## src/rtl/qdr_pkg.sv

```systemverilog
// Package: widths, lookup tables and helper functions for quadrant density redistribution.
`default_nettype none
package qdr_pkg;

  localparam int COORD_W = 13;
  localparam int CNT_W   = 24;
  localparam int AREA_W  = 26;
  localparam int NUM_W   = 26;
  localparam int DEN_W   = 28;
  localparam int RSUM_W  = 28;
  localparam int PROD_W  = RSUM_W + CNT_W;
  localparam int DIFF_W  = PROD_W + 1;
  localparam int OUT_W   = 32;
  localparam int N_QUAD  = 4;
  localparam int N_CELL  = 9;
  localparam int N_LANE  = 9;
  localparam int LANE_W  = 4;
  localparam int CFG_IDX_W = 1;

  localparam logic [CFG_IDX_W-1:0] REG_FRAME_WIDTH  = 1'b0;
  localparam logic [CFG_IDX_W-1:0] REG_FRAME_HEIGHT = 1'b1;

  localparam logic [COORD_W-1:0] FRAME_WIDTH_RST  = 13'd640;
  localparam logic [COORD_W-1:0] FRAME_HEIGHT_RST = 13'd480;

  localparam logic [NUM_W-1:0] ZERO_DIV_RATIO = NUM_W'(2 << 10);

  localparam logic [3:0] CELL_OF [4][4][4] = '{
    '{'{0,1,3,4}, '{2,5,0,0}, '{6,7,0,0}, '{8,0,0,0}},
    '{'{0,3,0,0}, '{1,2,4,5}, '{6,0,0,0}, '{7,8,0,0}},
    '{'{0,1,0,0}, '{2,0,0,0}, '{3,4,6,7}, '{5,8,0,0}},
    '{'{0,0,0,0}, '{1,2,0,0}, '{3,6,0,0}, '{4,5,7,8}}
  };
  localparam logic [3:0] BG_CELL [4][4][4] = '{
    '{'{0,0,0,0}, '{1,2,0,0}, '{3,6,0,0}, '{4,5,7,8}},
    '{'{0,1,0,0}, '{2,0,0,0}, '{3,4,6,7}, '{5,8,0,0}},
    '{'{0,3,0,0}, '{1,2,4,5}, '{6,0,0,0}, '{7,8,0,0}},
    '{'{0,1,3,4}, '{2,5,0,0}, '{6,7,0,0}, '{8,0,0,0}}
  };
  localparam logic [1:0] BG_QUAD [4][4][4] = '{
    '{'{0,1,2,3}, '{1,3,0,0}, '{2,3,0,0}, '{3,0,0,0}},
    '{'{0,2,0,0}, '{0,1,2,3}, '{2,0,0,0}, '{2,3,0,0}},
    '{'{0,1,0,0}, '{1,0,0,0}, '{0,1,2,3}, '{1,3,0,0}},
    '{'{0,0,0,0}, '{0,1,0,0}, '{0,2,0,0}, '{0,1,2,3}}
  };
  localparam logic [2:0] CELLS_IN [4][4] = '{
    '{4,2,2,1}, '{2,4,1,2}, '{2,1,4,2}, '{1,2,2,4}
  };

  typedef struct packed {
    logic [1:0]                   sel;
    logic [N_QUAD-1:0][CNT_W-1:0] fg;
    logic [N_QUAD-1:0][CNT_W-1:0] bgc;
    logic [N_LANE-1:0]            a_zero;
    logic [N_LANE-1:0]            b_zero;
  } sb_t;

  typedef struct packed {
    logic [NUM_W-1:0] rem;
    logic [NUM_W-1:0] nq;
  } div_step_t;

  // Lanes enumerate the (quadrant, slot) pairs of the chosen configuration in order.
  function automatic logic [1:0] lane_quad(input logic [1:0] sel, input logic [LANE_W-1:0] lane);
    logic [LANE_W-1:0] cnt;
    logic [1:0]        res;
    cnt = '0;
    res = '0;
    for (int q = 0; q < N_QUAD; q++) begin
      for (int i = 0; i < 4; i++) begin
        if (3'(i) < CELLS_IN[sel][q]) begin
          if (cnt == lane) res = 2'(q);
          cnt = cnt + 1'b1;
        end
      end
    end
    return res;
  endfunction

  function automatic logic [1:0] lane_slot(input logic [1:0] sel, input logic [LANE_W-1:0] lane);
    logic [LANE_W-1:0] cnt;
    logic [1:0]        res;
    cnt = '0;
    res = '0;
    for (int q = 0; q < N_QUAD; q++) begin
      for (int i = 0; i < 4; i++) begin
        if (3'(i) < CELLS_IN[sel][q]) begin
          if (cnt == lane) res = 2'(i);
          cnt = cnt + 1'b1;
        end
      end
    end
    return res;
  endfunction

  // One restoring division step: shift in the next numerator bit, subtract if it fits.
  function automatic div_step_t div_step(input logic [NUM_W-1:0] rem,
                                         input logic [NUM_W-1:0] nq,
                                         input logic [DEN_W-1:0] den);
    div_step_t        res;
    logic [DEN_W-1:0] trial;
    logic [DEN_W-1:0] diff;
    logic             ge;
    trial   = DEN_W'({rem, nq[NUM_W-1]});
    ge      = trial >= den;
    diff    = trial - den;
    res.rem = ge ? diff[NUM_W-1:0] : trial[NUM_W-1:0];
    res.nq  = {nq[NUM_W-2:0], ge};
    return res;
  endfunction

endpackage
`default_nettype wire

```

## src/rtl/qdr_div.sv

```systemverilog
// Pipelined restoring divider, one quotient bit per stage.
`default_nettype none
module qdr_div (
  input  wire logic                       clk,
  input  wire logic                       en,
  input  wire logic [qdr_pkg::NUM_W-1:0]  num,
  input  wire logic [qdr_pkg::DEN_W-1:0]  den,
  output logic [qdr_pkg::NUM_W-1:0]       quo
);

  localparam int N = qdr_pkg::NUM_W;

  logic [qdr_pkg::NUM_W-1:0] rem_r [N-1];
  logic [qdr_pkg::NUM_W-1:0] nq_r  [N];
  logic [qdr_pkg::DEN_W-1:0] den_r [N-1];
  logic [qdr_pkg::NUM_W-1:0] rem_i [N];
  logic [qdr_pkg::NUM_W-1:0] nq_i  [N];
  logic [qdr_pkg::DEN_W-1:0] den_i [N];
  qdr_pkg::div_step_t        step  [N];

  for (genvar s = 0; s < N; s++) begin : g_stage
    if (s == 0) begin : g_first
      assign rem_i[s] = '0;
      assign nq_i[s]  = num;
      assign den_i[s] = den;
    end else begin : g_next
      assign rem_i[s] = rem_r[s-1];
      assign nq_i[s]  = nq_r[s-1];
      assign den_i[s] = den_r[s-1];
    end

    assign step[s] = qdr_pkg::div_step(rem_i[s], nq_i[s], den_i[s]);

    always_ff @(posedge clk) begin
      if (en) begin
        nq_r[s] <= step[s].nq;
      end
    end

    if (s < N - 1) begin : g_carry
      always_ff @(posedge clk) begin
        if (en) begin
          rem_r[s] <= step[s].rem;
          den_r[s] <= den_i[s];
        end
      end
    end
  end

  assign quo = nq_r[N-1];

endmodule
`default_nettype wire

```

## config.mk

```make
export PLATFORM = sky130hd
export DESIGN_NAME = qdr_div
export DESIGN_NICKNAME = d
export VERILOG_FILES = /design/src/rtl/qdr_pkg.sv /design/src/rtl/qdr_div.sv
export SDC_FILE = /design/constraint.sdc
export NUM_CORES = 2
export LEC_CHECK = 0
export CORE_MARGIN = 1.5
export CORE_UTILIZATION = 45
export CTS_CLUSTER_SIZE = 24
export DETAILED_ROUTE_END_ITERATION = 10
export DONT_BUFFER_PORTS = 1
export PLACE_DENSITY_LB_ADDON = 0.08
export REMOVE_ABC_BUFFERS = 1
export SETUP_SLACK_MARGIN = 0.2
export SYNTH_ARGS = -nofsm -noshare
export SYNTH_HDL_FRONTEND = slang
export SYNTH_SLANG_ARGS = --single-unit
export TNS_END_PERCENT = 50
```

## constraint.sdc

```tcl
create_clock -name clk -period 9.91 [get_ports clk]
set_input_delay 1.982 -clock clk [delete_from_list [all_inputs] [get_ports clk]]
set_output_delay 1.982 -clock clk [all_outputs]
set_load 0.02 [all_outputs]
```

After elaboration in Yosys (flattened, before gate mapping)
Memories as Yosys holds them, arrays and structs flattened.
Index checks and enable logic that the tools add are counted.
{ "totals": {"register_bits": 0, "ram_bits": 2026, "in_bits": 56, "out_inout_bits": 26, "elab_cells": 81, "n_memories": 3} }
{ "classes": {"add_sub_neg": 25, "order_cmp": 26, "n_mux": 27} }
{ "memory_table": {"columns": ["name", "depth", "width", "read_ports", "rd_ports_with_merged_regs", "write_ports", "line", "source"], "rows": [
  ["den_r", 25, 28, 25, 0, 25, "qdr_div.sv:15", "logic [qdr_pkg::DEN_W-1:0] den_r [N-1];"],
  ["nq_r", 26, 26, 26, 0, 26, "qdr_div.sv:14", "logic [qdr_pkg::NUM_W-1:0] nq_r [N];"],
  ["rem_r", 25, 26, 25, 0, 25, "qdr_div.sv:13", "logic [qdr_pkg::NUM_W-1:0] rem_r [N-1];"]
]} }
{ "ops": {"columns": ["cell", "n"], "rows": [
  ["greater-or-equal comparator 27 x 28 -> 1 bit", 25],
  ["2-to-1 mux 26 bit", 25],
  ["subtractor 26 bit", 24],
  ["greater-or-equal comparator 1 x 28 -> 1 bit", 1],
  ["subtractor 1 x 26 -> 26 bit", 1],
  ["2-to-1 mux 1 bit", 2]
]} }

Longest topological paths before layout
An unclocked memory read counts as a cell.
{ "logic_depth": {"ltp_word": 3, "ltp_mapped": 15, "ltp_nobuf": 13} }

Worst setup path before layout
No wires, ideal clock.
{ "synth_path": {"path_kind": "input port to flip-flop", "startpoint": "input port den[15] (netlist bit)", "endpoint": "memory rem_r[0][0] (netlist bit), data pin", "setup_ns": 0.265, "t_arrival_ns": 3.720, "required_ns": 9.645, "setup_slack_ns": 5.926, "path_stages": 5, "cell_sequence": "or4_1 > nor4_1 > nor3b_1 > clkbuf_1 > mux2i_1"} }
{ "synth_rtl": {"columns": ["item", "line", "source"], "rows": [
  ["start, declared", "qdr_div.sv:7", "input wire logic [qdr_pkg::DEN_W-1:0] den,"],
  ["end, declared", "qdr_div.sv:13", null]
]} }

==> results.tsv <==
stage	metric	value	unit
cts	clk_pin_slew	0.06	ns
detailed_routing	dr.pass1.iters	5	
placement	dpl_cell_area	0.1050	mm2
die	row_count	174	
detailed_routing	vias	60770	
cts	cts_buffer_depth	3	
die	fp.dieArea	0.2281	mm2
timing	finalCritPeriodShare	62.91	%
synthesis	yosys_warnings	0	
critical_path	cp.arrival	6.68	ns
timing	finalSetupViolations	0	
run_status	violations	max-slew violations	
timing	min_period	6.235	ns
finish	fin_nets	8985	
global_routing	grt_pass1_wl	326.5	mm
synthesis	synth-simple-area-share	7.352	%
critical_path	crit_buf_inv	5	
global_routing	grt.overflow.total	0	
synthesis	synthMuxAreaShare	2.808	%
synthesis	syn_area	0.1014	mm2
cts	hold_buffers	0	
critical_path	crit_top_cell	buf_16	
synthesis	synth_top_family_by_area	compound AO/OA/AOI/OAI gates	
critical_path	crit_family	buffers and inverters	
finish	final_util	50.15	%
synthesis	synth-edff-count	2026	
detailed_routing	ant_nets	0	
power	finalPower	0.02528	W
synthesis	synth-xor-area-share	4.528	%
global_routing	grt_max_degree	277	
power	p_seq_share	43.8	%
critical_path	path_class	input port to flop	
cts	clk_latency	0.85	ns
die	fp.dieW	477.6	um
critical_path	crit_required	10.35	ns
die	initial_utilization	45.16	%
placement	numPortBuffers	0	
critical_path	worst_path_largest_cell_delay	0.86	ns
power	p_int	0.01799	W
power	p_switching	0.007296	W
timing	timing.fmax	0.1604	GHz
finish	fillCellCount	19410	
critical_path	slowest_stage	buf_16	
timing	hold_viol	0	
synthesis	synthAdderAreaFrac	8.831	%
critical_path	crit_fanout	276	
synthesis	async_reset_ff_share	0	%
finish	drive_above_1_share	7.913	%
power	clkPwrFrac	33.1	%
detailed_routing	drc_errors	0	
global_routing	antenna_found_initial	2	
die	coreArea	0.2245	mm2
critical_path	crit_chain	buf_16 -> buf_16 -> buf_16 -> buf_16 -> buf_16	
finish	stdcell_area	0.1126	mm2
synthesis	seq_area_frac_synth	60.02	%
cts	cts_resized	0	
finish	syn_to_final_growth	11.05	%
power	p_leak	45.40	nW
synthesis	ys_types	93	
job	maxCapViolCount	0	
critical_path	worstSetupEndpointType	flop	
detailed_routing	routedWlPerCell	18.06	um
timing	relSlewSlack	-10.64	%
synthesis	synth_cells	8131	
timing	final.setup.tns	0	ns
run_status	status	finished, violations left	
finish	final_cell_mix	edfxtp_1 (2026), inv_1 (842), ha_1 (677)	
detailed_routing	via_per_inst	5.325	
cts	cts_tree	yes	
detailed_routing	wl	206.1	mm
power	netSwitchingFraction	28.85	%
worst_hold_path	min_path_type	flop to flop	
timing	skew	0.04990	ns
cts	cts-root-buf	clkbuf_16	
cts	numClockSinks	2026	
die	io_pins	82	
critical_path	start_kind	input port	
synthesis	synth.avg_cell_area	12.47	um2
timing	worstMarginPinSlew	1.660	ns
placement	hpwl	148.9	mm
synthesis	ys_ff_latch	2026	
placement	place.gp.congestion	0.8983	
global_routing	grt_use_total	17.84	%
cts	cts_buffers	222	
global_routing	grt_pass1_vias	61750	
die	die_h	477.6	um
cts	cts-htree-levels	4	
finish	layout_commonest_cell	edfxtp_1	
power	comb_power_share	23.1	%
timing	rsz0062_at_grt	false	
synthesis	synth-compound-area-share	12.63	%
synthesis	synthFlopType	edfxtp_1	
cts	postCtsSetupRepairBufs	0	
detailed_routing	drt_iter0_markers	3495	
power	p_per_area	224.6	mW/mm2
timing	drv_slew	143	
power	vdd_drop_max	0.0002026	V
## stage by stage
step           hold slack (ns)  cells  worst slack [ns]
2_1_floorplan           0.4003   7960             4.948
3_3_place_gp            0.4001  11000             2.456
3_5_place_dp            0.4045  11000             2.367
4_1_cts                 0.4095  11410             3.304
5_1_grt                 0.4182  11410             3.398
6_report                0.4076  11410             3.675
## Yosys cell counts, drive strengths merged (11+ instances only)
library cell	instances	area share, %
a211o	12	0.10
a211oi	43	0.32
a21boi	37	0.27
a21o	343	2.5
a21oi	490	2.4
a221oi	12	0.12
a31o	15	0.13
a31oi	69	0.44
and2	21	0.13
and3	51	0.31
and4	11	0.095
buf	43	0.23
clkbuf	128	0.47
edfxtp	2026	60
fa	24	0.47
ha	677	8.4
inv	843	3.1
mux2	235	2.6
mux2i	20	0.20
nand2	624	2.3
nand2b	81	0.50
nand3	104	0.51
nand4	108	0.67
nor2	275	1.0
nor2b	115	0.71
nor3	80	0.40
nor4	27	0.17
o211ai	26	0.19
o21a	92	0.68
o21ai	636	3.1
o21bai	65	0.48
o221ai	12	0.10
o22ai	13	0.093
o31a	19	0.16
o31ai	45	0.35
o41ai	17	0.17
or2	14	0.086
or3	24	0.15
xnor2	303	2.6
xor2	221	1.9
## final timing paths
path / start / to / slack, ns / cells after the start
worst min-delay path: nq_r[1][193]$_DFFE_PP_ / nq_r[1][220]$_DFFE_PP_ / 0.41 / 0
worst min register to register: nq_r[1][193]$_DFFE_PP_ / nq_r[1][220]$_DFFE_PP_ / 0.41 / 0
worst max-delay path: en / rem_r[1][78]$_DFFE_PP_ / 3.68 / 5
worst max register to register: rem_r[1][27]$_DFFE_PP_ / rem_r[1][57]$_DFFE_PP_ / 5.49 / 10
## power by group through the flow
| stage | sequential [W] | combinational (W) | clock (W) |
|---|---|---|---|
| floorplan | 0.0110 | 0.00441 | 0 |
| global placement | 0.0113 | 0.00570 | 0 |
| detailed placement | 0.0113 | 0.00579 | 0 |
| CTS | 0.0111 | 0.00583 | 0.00865 |
| global route | 0.0112 | 0.00654 | 0.00896 |
| finish | 0.0111 | 0.00585 | 0.00836 |
## registers in the layout, indices dropped and copies added (netlist names)
name,flops
den_r,700
nq_r,676
rem_r,650
## final cells by class
cell class | count | area, um2 | share of cell area [%]
diodes | 3 | 7.507 | 0.006670
clock buffers | 267 | 5767 | 5.123
clock inverters | 146 | 1743 | 1.548
inverters | 843 | 3164 | 2.811
multi-input cells | 5091 | 36760 | 32.66
flip-flops and latches | 2026 | 60840 | 54.05
well taps | 2992 | 3744 | 3.326
repair buffers | 44 | 530.5 | 0.4713
## cells by family (layout without fill, tap and decap cells)
family | after synthesis | in the layout
AOI/OAI and AO/OA | 2040 | 2040
DFF | 2026 | 2026
and+or+nand+nor | 1571 | 1571
buffers and inverters | 1014 | 1300
adders and majority gates | 701 | 701
xor gates and xnor gates | 524 | 524
muxes | 255 | 255
other | 0 | 3
## routing by layer
metal / wire length, um / global-route usage [%] / vias up
met5: 0 / 0 / -
met4: 9211 / 7.901 / 0
met3: 6461 / 2.565 / 481
met2: 107600 / 33.34 / 968
met1: 82800 / 19.94 / 29170
li1: - / - / 30150
(Power assumes the default switching activity.)
